[config.mk]
export PLATFORM = sky130hd
export DESIGN_NAME = mle_front_flat
export DESIGN_NICKNAME = d
export VERILOG_FILES = /design/src/rtl/assert_macros.svh /design/src/rtl/mle_pkg.sv /design/src/rtl/mle_if.sv /design/src/rtl/mle_front.sv /design/src/flat_wrapper.sv
export SDC_FILE = /design/constraint.sdc
export NUM_CORES = 1
export LEC_CHECK = 0
export BUFFER_PORTS_ARGS = -buffer_cell sky130_fd_sc_hd__buf_4
export CORE_ASPECT_RATIO = 1.2
export CORE_MARGIN = 8
export CORE_UTILIZATION = 44
export CTS_CLUSTER_SIZE = 12
export DETAILED_ROUTE_END_ITERATION = 16
export GPL_TIMING_DRIVEN = 1
export PLACE_DENSITY = 0.64
export SYNTH_ARGS = -nofsm -noshare
export SYNTH_HDL_FRONTEND = slang
export SYNTH_SLANG_ARGS = --single-unit
[constraint.sdc]
create_clock -name clk -period 20.2 [get_ports clk]
set_clock_uncertainty 0.15 [all_clocks]
set_input_delay 0 -clock clk [delete_from_list [all_inputs] [get_ports clk]]
set_output_delay 0 -clock clk [all_outputs]
set_load 0.005 [all_outputs]
[src/rtl/assert_macros.svh]
// Assertion macros used by the top-level RTL file.
`ifndef ASSERT_MACROS_SVH
`define ASSERT_MACROS_SVH

// Implication checked on every clock edge outside reset.
`define ASSERT_IMPL(label, clk, rst, ante, cons, msg) \
  label: assert property (@(posedge clk) disable iff (rst) (ante) |-> (cons)) \
    else $error(msg);

// Implication checked on the next clock edge outside reset.
`define ASSERT_NEXT(label, clk, rst, ante, cons, msg) \
  label: assert property (@(posedge clk) disable iff (rst) (ante) |=> (cons)) \
    else $error(msg);

`endif

[src/rtl/mle_pkg.sv]
// Package: types, opcodes, function codes and fault codes for the execute unit.
package mle_pkg;

  localparam int unsigned MemWords   = 4096;
  localparam int unsigned MemAw      = $clog2(MemWords);
  localparam int unsigned QueueDepth = 2;

  localparam logic [6:0] OpRtype = 7'd0;
  localparam logic [6:0] OpBltz  = 7'd1;
  localparam logic [6:0] OpJ     = 7'd2;
  localparam logic [6:0] OpJal   = 7'd3;
  localparam logic [6:0] OpBeq   = 7'd4;
  localparam logic [6:0] OpBne   = 7'd5;
  localparam logic [6:0] OpAndi  = 7'd6;
  localparam logic [6:0] OpBgtz  = 7'd7;
  localparam logic [6:0] OpAddi  = 7'd8;
  localparam logic [6:0] OpOri   = 7'd13;
  localparam logic [6:0] OpLw    = 7'd67;
  localparam logic [6:0] OpSw    = 7'd75;
  localparam logic [6:0] OpOut   = 7'd125;
  localparam logic [6:0] OpIn    = 7'd126;
  localparam logic [6:0] OpHalt  = 7'd127;

  localparam logic [6:0] FnSll  = 7'd0;
  localparam logic [6:0] FnSrl  = 7'd2;
  localparam logic [6:0] FnJr   = 7'd8;
  localparam logic [6:0] FnMult = 7'd40;
  localparam logic [6:0] FnAdd  = 7'd64;
  localparam logic [6:0] FnSub  = 7'd66;
  localparam logic [6:0] FnAnd  = 7'd68;
  localparam logic [6:0] FnOr   = 7'd69;
  localparam logic [6:0] FnXor  = 7'd72;
  localparam logic [6:0] FnDiv  = 7'd74;

  localparam logic [1:0] FaultNone = 2'd0;
  localparam logic [1:0] FaultDiv0 = 2'd1;
  localparam logic [1:0] FaultAddr = 2'd2;
  localparam logic [1:0] FaultOp   = 2'd3;

  // Operation classes decided by the front end.
  typedef enum logic [3:0] {
    K_ALU, K_SLL, K_SRL, K_MUL, K_DIV, K_JR, K_ADDI, K_ANDI, K_ORI,
    K_LW, K_SW, K_BR, K_JMP, K_JAL, K_IN, K_OUT
  } kind_t;

  typedef struct packed {
    logic [6:0]  opcode;
    logic [4:0]  dest_reg;
    logic [4:0]  src_reg;
    logic [4:0]  second_reg;
    logic [4:0]  shift_amount;
    logic [6:0]  function_code;
    logic signed [31:0] immediate;
    logic [31:0] pc_value;
    logic signed [31:0] in_value;
  } item_t;

  typedef struct packed {
    logic        jump_taken;
    logic signed [31:0] jump_target;
    logic        out_valid;
    logic signed [31:0] out_value;
    logic        halted;
    logic [1:0]  fault;
  } result_t;

  // Classified entry passed from front to back.
  typedef struct packed {
    kind_t       kind;
    logic        halt;
    logic        bad;
    logic [6:0]  opcode;
    logic [6:0]  function_code;
    logic [4:0]  dest_reg;
    logic [4:0]  src_reg;
    logic [4:0]  second_reg;
    logic [4:0]  shift_amount;
    logic [31:0] immediate;
    logic [31:0] pc_value;
    logic [31:0] in_value;
  } uop_t;

endpackage

[src/rtl/mle_if.sv]
// Valid/ready channel interfaces for items and results.
interface mle_item_if (input logic clk);
  logic           valid;
  logic           ready;
  mle_pkg::item_t data;
  modport source (output valid, output data, input ready);
  modport sink (input valid, input data, output ready);
endinterface


[src/rtl/mle_front.sv]
// Front end: accept items, classify them and queue them for the back end.
module mle_front (
  input  logic             clk,
  input  logic             rst,
  mle_item_if.sink         in_ch,
  output logic             q_valid,
  input  logic             q_pop,
  output mle_pkg::uop_t    q_head
);
  mle_pkg::uop_t q [mle_pkg::QueueDepth];
  logic          wr_ptr;
  logic          rd_ptr;
  logic [1:0]    count;
  mle_pkg::uop_t dec;
  logic          push;

  always_comb begin
    dec               = '0;
    dec.opcode        = in_ch.data.opcode;
    dec.function_code = in_ch.data.function_code;
    dec.dest_reg      = in_ch.data.dest_reg;
    dec.src_reg       = in_ch.data.src_reg;
    dec.second_reg    = in_ch.data.second_reg;
    dec.shift_amount  = in_ch.data.shift_amount;
    dec.immediate     = in_ch.data.immediate;
    dec.pc_value      = in_ch.data.pc_value;
    dec.in_value      = in_ch.data.in_value;
    dec.kind          = mle_pkg::K_ALU;
    unique case (in_ch.data.opcode)
      mle_pkg::OpRtype: begin
        unique case (in_ch.data.function_code)
          mle_pkg::FnAdd, mle_pkg::FnSub, mle_pkg::FnAnd, mle_pkg::FnOr,
          mle_pkg::FnXor: dec.kind = mle_pkg::K_ALU;
          mle_pkg::FnMult: dec.kind = mle_pkg::K_MUL;
          mle_pkg::FnDiv:  dec.kind = mle_pkg::K_DIV;
          mle_pkg::FnSll:  dec.kind = mle_pkg::K_SLL;
          mle_pkg::FnSrl:  dec.kind = mle_pkg::K_SRL;
          mle_pkg::FnJr:   dec.kind = mle_pkg::K_JR;
          default:         dec.bad  = 1'b1;
        endcase
      end
      mle_pkg::OpAddi: dec.kind = mle_pkg::K_ADDI;
      mle_pkg::OpAndi: dec.kind = mle_pkg::K_ANDI;
      mle_pkg::OpOri:  dec.kind = mle_pkg::K_ORI;
      mle_pkg::OpLw:   dec.kind = mle_pkg::K_LW;
      mle_pkg::OpSw:   dec.kind = mle_pkg::K_SW;
      mle_pkg::OpBeq, mle_pkg::OpBne, mle_pkg::OpBgtz, mle_pkg::OpBltz:
        dec.kind = mle_pkg::K_BR;
      mle_pkg::OpJ:    dec.kind = mle_pkg::K_JMP;
      mle_pkg::OpJal:  dec.kind = mle_pkg::K_JAL;
      mle_pkg::OpIn:   dec.kind = mle_pkg::K_IN;
      mle_pkg::OpOut:  dec.kind = mle_pkg::K_OUT;
      mle_pkg::OpHalt: dec.halt = 1'b1;
      default:         dec.bad  = 1'b1;
    endcase
  end

  assign in_ch.ready = (count != 2'(mle_pkg::QueueDepth));
  assign push        = in_ch.valid && in_ch.ready;
  assign q_valid     = (count != 2'd0);
  assign q_head      = q[rd_ptr];

  always_ff @(posedge clk) begin
    if (push) begin
      q[wr_ptr] <= dec;
    end
    if (rst) begin
      wr_ptr <= 1'b0;
      rd_ptr <= 1'b0;
      count  <= 2'd0;
    end else begin
      if (push) wr_ptr <= ~wr_ptr;
      if (q_pop) rd_ptr <= ~rd_ptr;
      count <= count + 2'(push) - 2'(q_pop);
    end
  end
endmodule

[src/flat_wrapper.sv]
// flat-port wrapper written by rule: the top's interface ports become plain ports
module mle_front_flat 
  (clk, rst, q_valid, q_pop, q_head, in_ch_valid, in_ch_data, in_ch_ready);
  mle_item_if in_ch_i (.clk(clk));
  input  logic clk;
  input  logic rst;
  output logic q_valid;
  input  logic q_pop;
  output mle_pkg::uop_t q_head;
  input wire logic [$bits(in_ch_i.valid)-1:0] in_ch_valid;
  input wire logic [$bits(in_ch_i.data)-1:0] in_ch_data;
  output wire logic [$bits(in_ch_i.ready)-1:0] in_ch_ready;
  assign in_ch_i.valid = in_ch_valid;
  assign in_ch_i.data = in_ch_data;
  assign in_ch_ready = in_ch_i.ready;
  mle_front u_core (.clk(clk), .rst(rst), .in_ch(in_ch_i), .q_valid(q_valid), .q_pop(q_pop), .q_head(q_head));
endmodule
# Yosys cells after proc, flatten, opt, wreduce, memory -nomap -nowiden
# Memories as Yosys holds them, arrays and structs flattened. A register that Yosys moved wholly into a read port is not among the register bits.
# Cells that the tools add are included.
# word_totals
reg_bits	4
mem_bits_rw	272
in_bits	134
output_inout_bits	138
elab_cells	48
n_memories	1
# memory_table
name	words	word_bits	read_ports	rd_clocked_by_memory_dff	write_ports	line_no	text
u_core.q	2	136	1	1	1	mle_front.sv:10	mle_pkg::uop_t q [mle_pkg::QueueDepth];
# op_classes
n_addsub	2
n_eq_ne	24
muxes	9
n_bitwise	2
n_reduce_logical	7
# ops
cell	count
$eq A7 B7 Y1 const B	11
$pmux W4 S11	1
$eq A7 B3 Y1 const B	4
$eq A7 B2 Y1 const B	3
$eq A7 B4 Y1 const B	3
$pmux W3 S5	1
$logic_not A7 Y1	2
$reduce_or A14 Y1	1
$reduce_or A10 Y1	1
$eq A7 B1 Y1 const B	1
$eq A7 B6 Y1 const B	1
$mux W1	6
$reduce_or A4 Y1	1
$add A2 B1 Y2	1
$ne A2 B2 Y1 const B	1
$not A1 Y1	2
$pmux W1 S2	1
$reduce_bool A2 Y1	1
$sub A2 B1 Y2	1
$logic_and A1 B1 Y1	1

# Longest topological paths before layout
# Gate-level depths: netlist of run 1.
# depth
depth_word	4
ltp_mapped	7
mapped_depth_nobuf	7

# Least setup slack after synthesis of run 1
# OpenSTA, ideal clock, no wires.
# synth_timing
path_type	flip-flop to flip-flop
start	register u_core.count[0]
end	memory u_core.q[0][0] (netlist bit), enable pin
setup_ns	0.633
arrival_time_ns	6.218
t_required_ns	19.417
setup_slack_ns	13.199
stages_incl_launch_ff	4
path_buffers	0
period_less_slack_ns	7.001
cell_sequence	dfxtp_1 > nand2b_1 > nand2_1 > nor2_1
# synth_between
elab_chain_len	4
# synth_lines
item	line_no	text
start, declared	mle_front.sv:13	logic [1:0] count;
start signal, assigned	mle_front.sv:74	count <= count + 2'(push) - 2'(q_pop);
$ne A2 B2 Y1	mle_front.sv:58	assign in_ch.ready = (count != 2'(mle_pkg::QueueDepth));
named net in_ch_ready	flat_wrapper.sv:12	output wire logic [$bits(in_ch_i.ready)-1:0] in_ch_ready;
$logic_and A1 B1 Y1	mle_front.sv:59	assign push = in_ch.valid && in_ch.ready;
$mux W1	mle_front.sv:64	if (push) begin
$mux W1 (implied by the code)	mle_front.sv:65	q[wr_ptr] <= dec;
end, declared	mle_front.sv:10	
# The timed path passes the listed nets, and every way through them passes these cells.

# Worst setup path in the final report of run 1
# layout_timing
start	register u_core.count[0]
end	memory u_core.q[0][68] (netlist bit), enable pin
# layout_between
elab_chain_len	4
# layout_lines
item	line_no
$ne A2 B2 Y1	mle_front.sv:58
$logic_and A1 B1 Y1	mle_front.sv:59
$mux W1	mle_front.sv:64
$mux W1 (implied by the code)	mle_front.sv:65
# Every way passes these cells.

==> qor.yml, run 1 <==
status: "complete, no violations"
dr.pass1.iters: 4
p_leak_nw: 5.561
hold_ws_ns: 0.04876
drtIter0Drc: 246
io_pins: 272
first_global_vias: 6737
setup_viol: 0
gp_congestion: 0.7542
setup_ws_ns: 17.04
irDropWorstVdd_mv: 0.07129
cts_buffers: 28
grt_start_max_net_pins: 76
endpoint_kind: "flop"
grt_pass1_wl_um: 36710
die_height_um: 184.6
floorplan.initialDensity: 0.4491
wl_per_cell_um: 19.33
final_nets: 1066
root_buffer: "clkbuf_16"
via_count: 6099
worst_setup_path_start_kind: "flop"
max_slew.worst_pin.slew_ns: 1.029
h-tree-depth: 1
dpl_cell_area_um2: 12770
areaGrowthSynthToFinish_pct: 43.44
track_usage: 0.1620
p_per_area_nw_per_um2: 103.5
syn_inst: 511
ys_seq_area_frac: 0.7935
final_max_slew_viol_count: 0
async_reset_ff_frac: 0
detail-route-antenna-nets: 0
antenna_cells: 0
synth-warning-count: 0
synth_edf_count: 272
wirelength_um: 24390
cts_tree: "built"
cap_violations: 0
cp.arrival_ns: 3.16
max_freq_ghz: 0.3160
hold_path.class: "in -> reg"
setup_tns_ns: 0
clk_pin_slew_ns: 0.06
dp.cells: 1081
antenna_found_initial: 0
nFillCells: 1635
io_buffer_count: 271
max_slew_margin: 0.3139
ys.flop_type: "edfxtp_1"
viasPerCell: 4.833
drc_errors: 0
rsz0062_at_grt: "no"
final_area_um2: 14950
post-place-ws_ns: 17.00
clkLatencyLatePin_ns: 0.52
period_share: 0.1567
cts_max_path_buffers: 3
path_max_fanout: 75
cts_resized: 0
die-area_um2: 28880
place_hpwl_um: 15450
core_area_um2: 23200
syn_area_um2: 10420
crit_type: "reg -> reg"
fin_cells: 1262
min_period_ns: 3.165
rows: 61
syn_area_per_cell_um2: 20.39
clock-sinks: 277
die_w_um: 156.5
crit_required_ns: 20.19
ys_ff_latch: 277
overflow: 0
hold_viol_final: 0
syn_nets: 647
layout-drive-gt1-share: 0.4762
synth_cell_types: 38
-- registers in the layout, summed over array words and instances (netlist names), named ones only --
| register | count |
|---|---|
| u_core.q | 272 |
| u_core.count | 2 |
| u_core.rd_ptr | 1 |
| u_core.wr_ptr | 1 |
-- per-layer routing --
metal | GRT usage | part of all wire | vias up
met3 | 0.04967 | 0.078 | 39
met5 | 0 | 0 | -
met1 | 0.1737 | 0.36 | 3001
li1 | - | - | 2852
met4 | 0.05776 | 0.028 | 0
met2 | 0.2951 | 0.53 | 207
-- per-stage QoR --
stage | power, mW | util
global route | 1.613 | 0.6442
floorplan | 0.9177 | -
CTS | 1.566 | 0.6442
global placement | 1.059 | 0.5505
detailed placement | 1.070 | 0.5505
finish | 1.546 | 0.6442
-- power by group --
part / leakage (nW) / switching, mW / internal, mW / total (mW)
logic: 2.58 / 0.142 / 0.162 / 0.304
clock network: 0.403 / 0.193 / 0.278 / 0.471
registers: 2.58 / 0.0255 / 0.746 / 0.771
-- worst paths after layout --
check	from	end	slack, ns	cells past startpoint
setup / recovery	u_core.count[0]	u_core.q[0][68]	17.04	5
hold / removal	in_ch_data[119]	u_core.q[0][112]	0.05	2
setup reg to reg	u_core.count[0]	u_core.q[0][68]	17.04	5
hold reg to reg	u_core.rd_ptr	u_core.rd_ptr	0.39	2
-- critical path, stage by stage, from the launching register on --
cell	delay, ns
dfxtp_1	0.34
nand2b_1	0.17
nand2_1	0.15
nor2_4	0.35
buf_4	0.63
buf_4	0.90
-- synth_stat cells, types with 2 or more instances --
cell type,instances,area share
ha_1,2,0.0024
a21oi_1,5,0.0024
nor3_1,9,0.0043
xor2_1,4,0.0034
o211ai_1,2,0.0014
edfxtp_1,272,0.78
nor2b_1,2,0.0012
o21ai_0,4,0.0019
nand3_1,4,0.0019
buf_2,17,0.0082
nor2_1,7,0.0025
o21a_1,2,0.0014
and3_1,2,0.0012
or2_2,2,0.0012
mux2_2,136,0.15
dfxtp_1,5,0.0096
nand2b_1,2,0.0012
mux2i_1,2,0.0019
o22ai_1,2,0.0012
inv_1,7,0.0025
nor3b_1,2,0.0014
xnor2_1,2,0.0017
nand2_1,3,0.0011
buf_6,2,0.0022
-- cell type report --
class	instances	area (µm²)	share of cell area
clock buffers	43	788.3	0.05274
clock inverters	4	43.79	0.002930
inverters	7	26.28	0.001758
multi-input cells	207	2017	0.1349
flip-flops and latches	277	8272	0.5534
well taps	315	394.1	0.02637
repair buffers	409	3406	0.2279
-- cell families (layout without fill, tap and decap cells) --
group	count (synthesis)	count (layout)	share of synthesized area
multiplexers	138	138	0.1489
buffers and inverters	27	463	0.01417
adder cells (fa/ha/maj)	2	2	0.002401
AO/OA/AOI/OAI	22	22	0.01429
flip-flops	277	277	0.7935
AND/OR/NAND/NOR	39	39	0.02173
XOR/XNOR	6	6	0.005043
-- timing repair --
item,4_1_cts,5_1_grt
hold endpoints to repair,289,0
hold buffers,134,0
setup buffers,0,0
endpoints found under the setup margin,0,0
-- cells in the final DEF, fill, tap and decap left out, types with 3 or more instances in the layout --
cell type        n
a21oi_1          5
xor2_1           4
clkbuf_16       29
edfxtp_1       272
nor2_1           6
nor3_1           9
mux2_2         136
o21ai_0          4
inv_1            7
clkbuf_1        13
dfxtp_1          4
nand2_1          3
buf_4          275
dlygate4sd3_1  134
nand3_1          4
Power figures use the tool's default switching activity.
==> run 2, diff against run 1 <==
Settings changed: PLACE_DENSITY 0.64 to 0.67.
Clock period 20.2 ns to 2.75 ns, I/O delays scaled along.
==> run 2 against run 1 <==
Net effect: core utilization grew 0.96 points; critical path depth shrank 2; setup slack lost 17 ns; count of clock-buffer cells in the layout is the same; via count grew 1.2%; sequential cell count is the same; wire length grew 2.7%; final area grew 1.5%; sequential power grew to 7.3 times the previous value; cell count grew 1.1%; critical endpoint is now q_head[82].
==> qor.yml, run 2 (synthesis gave the netlist of run 1 again) <==
status: "complete, no violations"
drc_errors: 0
floorplan.initialDensity: 0.4491
register_area_um2: 8273
io_pins: 272
cts_buffers: 29
period_share: 0.8522
drtIter0Drc: 392
multiInputGateArea_um2: 2032
antenna_found_initial: 0
place_hpwl_um: 16420
hold_path.class: "in -> reg"
first_global_vias: 6953
core_area_um2: 23200
endpoint_kind: "primary output"
r2r-start: "u_core.count[0]"
areaGrowthSynthToFinish_pct: 45.58
wl_per_cell_um: 19.63
final_max_slew_viol_count: 0
clkLatencyLatePin_ns: 0.53
via_count: 6171
final_nets: 1077
cts_max_path_buffers: 3
min_period_ns: 2.344
power_mw: 11.62
post_cts_buffers: 0
max_flop_register: "u_core.q"
crit_required_ns: 2.60
crit_type: "reg -> out"
layout_commonest_cell: "buf_4"
max_freq_ghz: 0.4267
setup_ws_ns: 0.4065
largest_reg_flops: 272
grt_start_max_net_pins: 55
p_per_area_nw_per_um2: 765.8
track_usage: 0.1671
h-tree-depth: 1
dr.pass1.iters: 4
mostFrequentLayoutCells: "276 x buf_4, 272 x edfxtp_1, 136 x mux2_2, 135 x dlygate4sd3_1, 29 x clkbuf_16"
die_height_um: 184.6
die_w_um: 156.5
grt_pass1_wl_um: 38160
max_slew_margin: 0.4939
overflow: 0
io_buffer_count: 271
path_cells: "buf_12 > mux2_2 > buf_4"
hold_viol_final: 0
cp.arrival_ns: 2.19
gp_congestion: 0.7342
nFillCells: 1580
root_buffer: "clkbuf_16"
worst_setup_path_start_kind: "flop"
irDropWorstVdd_mv: 0.5994
rows: 61
rsz0062_at_grt: "no"
layout-drive-gt1-share: 0.4849
viasPerCell: 4.836
die-area_um2: 28880
reg.largest.list: "u_core.q x272, u_core.count x2"
cts_tree: "built"
clock-sinks: 277
critPathMaxStageDelay_ns: 0.72
setup_viol: 0
antenna_cells: 0
post-place-ws_ns: 0.8068
cts_resized: 0
detail-route-antenna-nets: 0
path_max_fanout: 54
slowest_stage: "dfxtp_4"
max_slew.worst_pin.slew_ns: 0.7522
wirelength_um: 25050
clk_pin_slew_ns: 0.06
min_from: "in_ch_data[70]"
cap_violations: 0
p_leak_nw: 5.657
==> run 2: worst max-delay path: cells and delay by family (launching register included) <==
kind | cells | cell delay [ns]
muxes | 1 | 0.39
DFF | 1 | 0.72
buffers and inverters | 2 | 0.49
==> run 2: cell type report <==
class,count,area share
tap,315,0.02598
sequential,277,0.5454
multi-input combinational,207,0.1339
inverter,7,0.001732
clock buffer,43,0.05196
clock inverter,8,0.004784
timing repair buffer,419,0.2362
==> run 2: metrics by stage <==
step / std cells / setup TNS, ns / hold slack (ns) / util / cell area [µm²]
2_1_floorplan: 511 / -46.34 / -0.08580 / - / 10450
3_3_place_gp: 1090 / 0 / 0.03513 / 0.5585 / 12960
3_5_place_dp: 1090 / 0 / 0.03766 / 0.5585 / 12960
4_1_cts: 1276 / 0 / 0.01493 / 0.6538 / 15170
5_1_grt: 1276 / 0 / 0.02620 / 0.6538 / 15170
6_report: 1276 / 0 / 0.04861 / 0.6538 / 15170
==> run 2: worst paths after layout <==
path | to | slack (ns) | depth (start not counted)
setup / recovery | q_head[82] | 0.41 | 3
hold / removal | u_core.q[1][70] | 0.05 | 2
setup reg to reg | u_core.q[1][111] | 0.81 | 3
hold reg to reg | u_core.rd_ptr | 0.41 | 2
==> run 2: repair_timing <==
| action | in CTS | in global routing |
|---|---|---|
| hold endpoints to repair | 286 | 0 |
| endpoints found under the setup margin | 0 | 0 |
| hold buffers | 135 | 0 |
==> run 2: metal layers <==
layer	GRT usage	routed length, µm
met5	0	0
met4	0.05314	610
met3	0.04522	1829
met2	0.3031	13200
met1	0.1869	9406
==> run 2: power by group <==
group	leakage, nW	internal [mW]	switching, mW
registers	2.58	5.46	0.181
logic	2.67	1.32	1.10
clock network	0.414	2.07	1.49
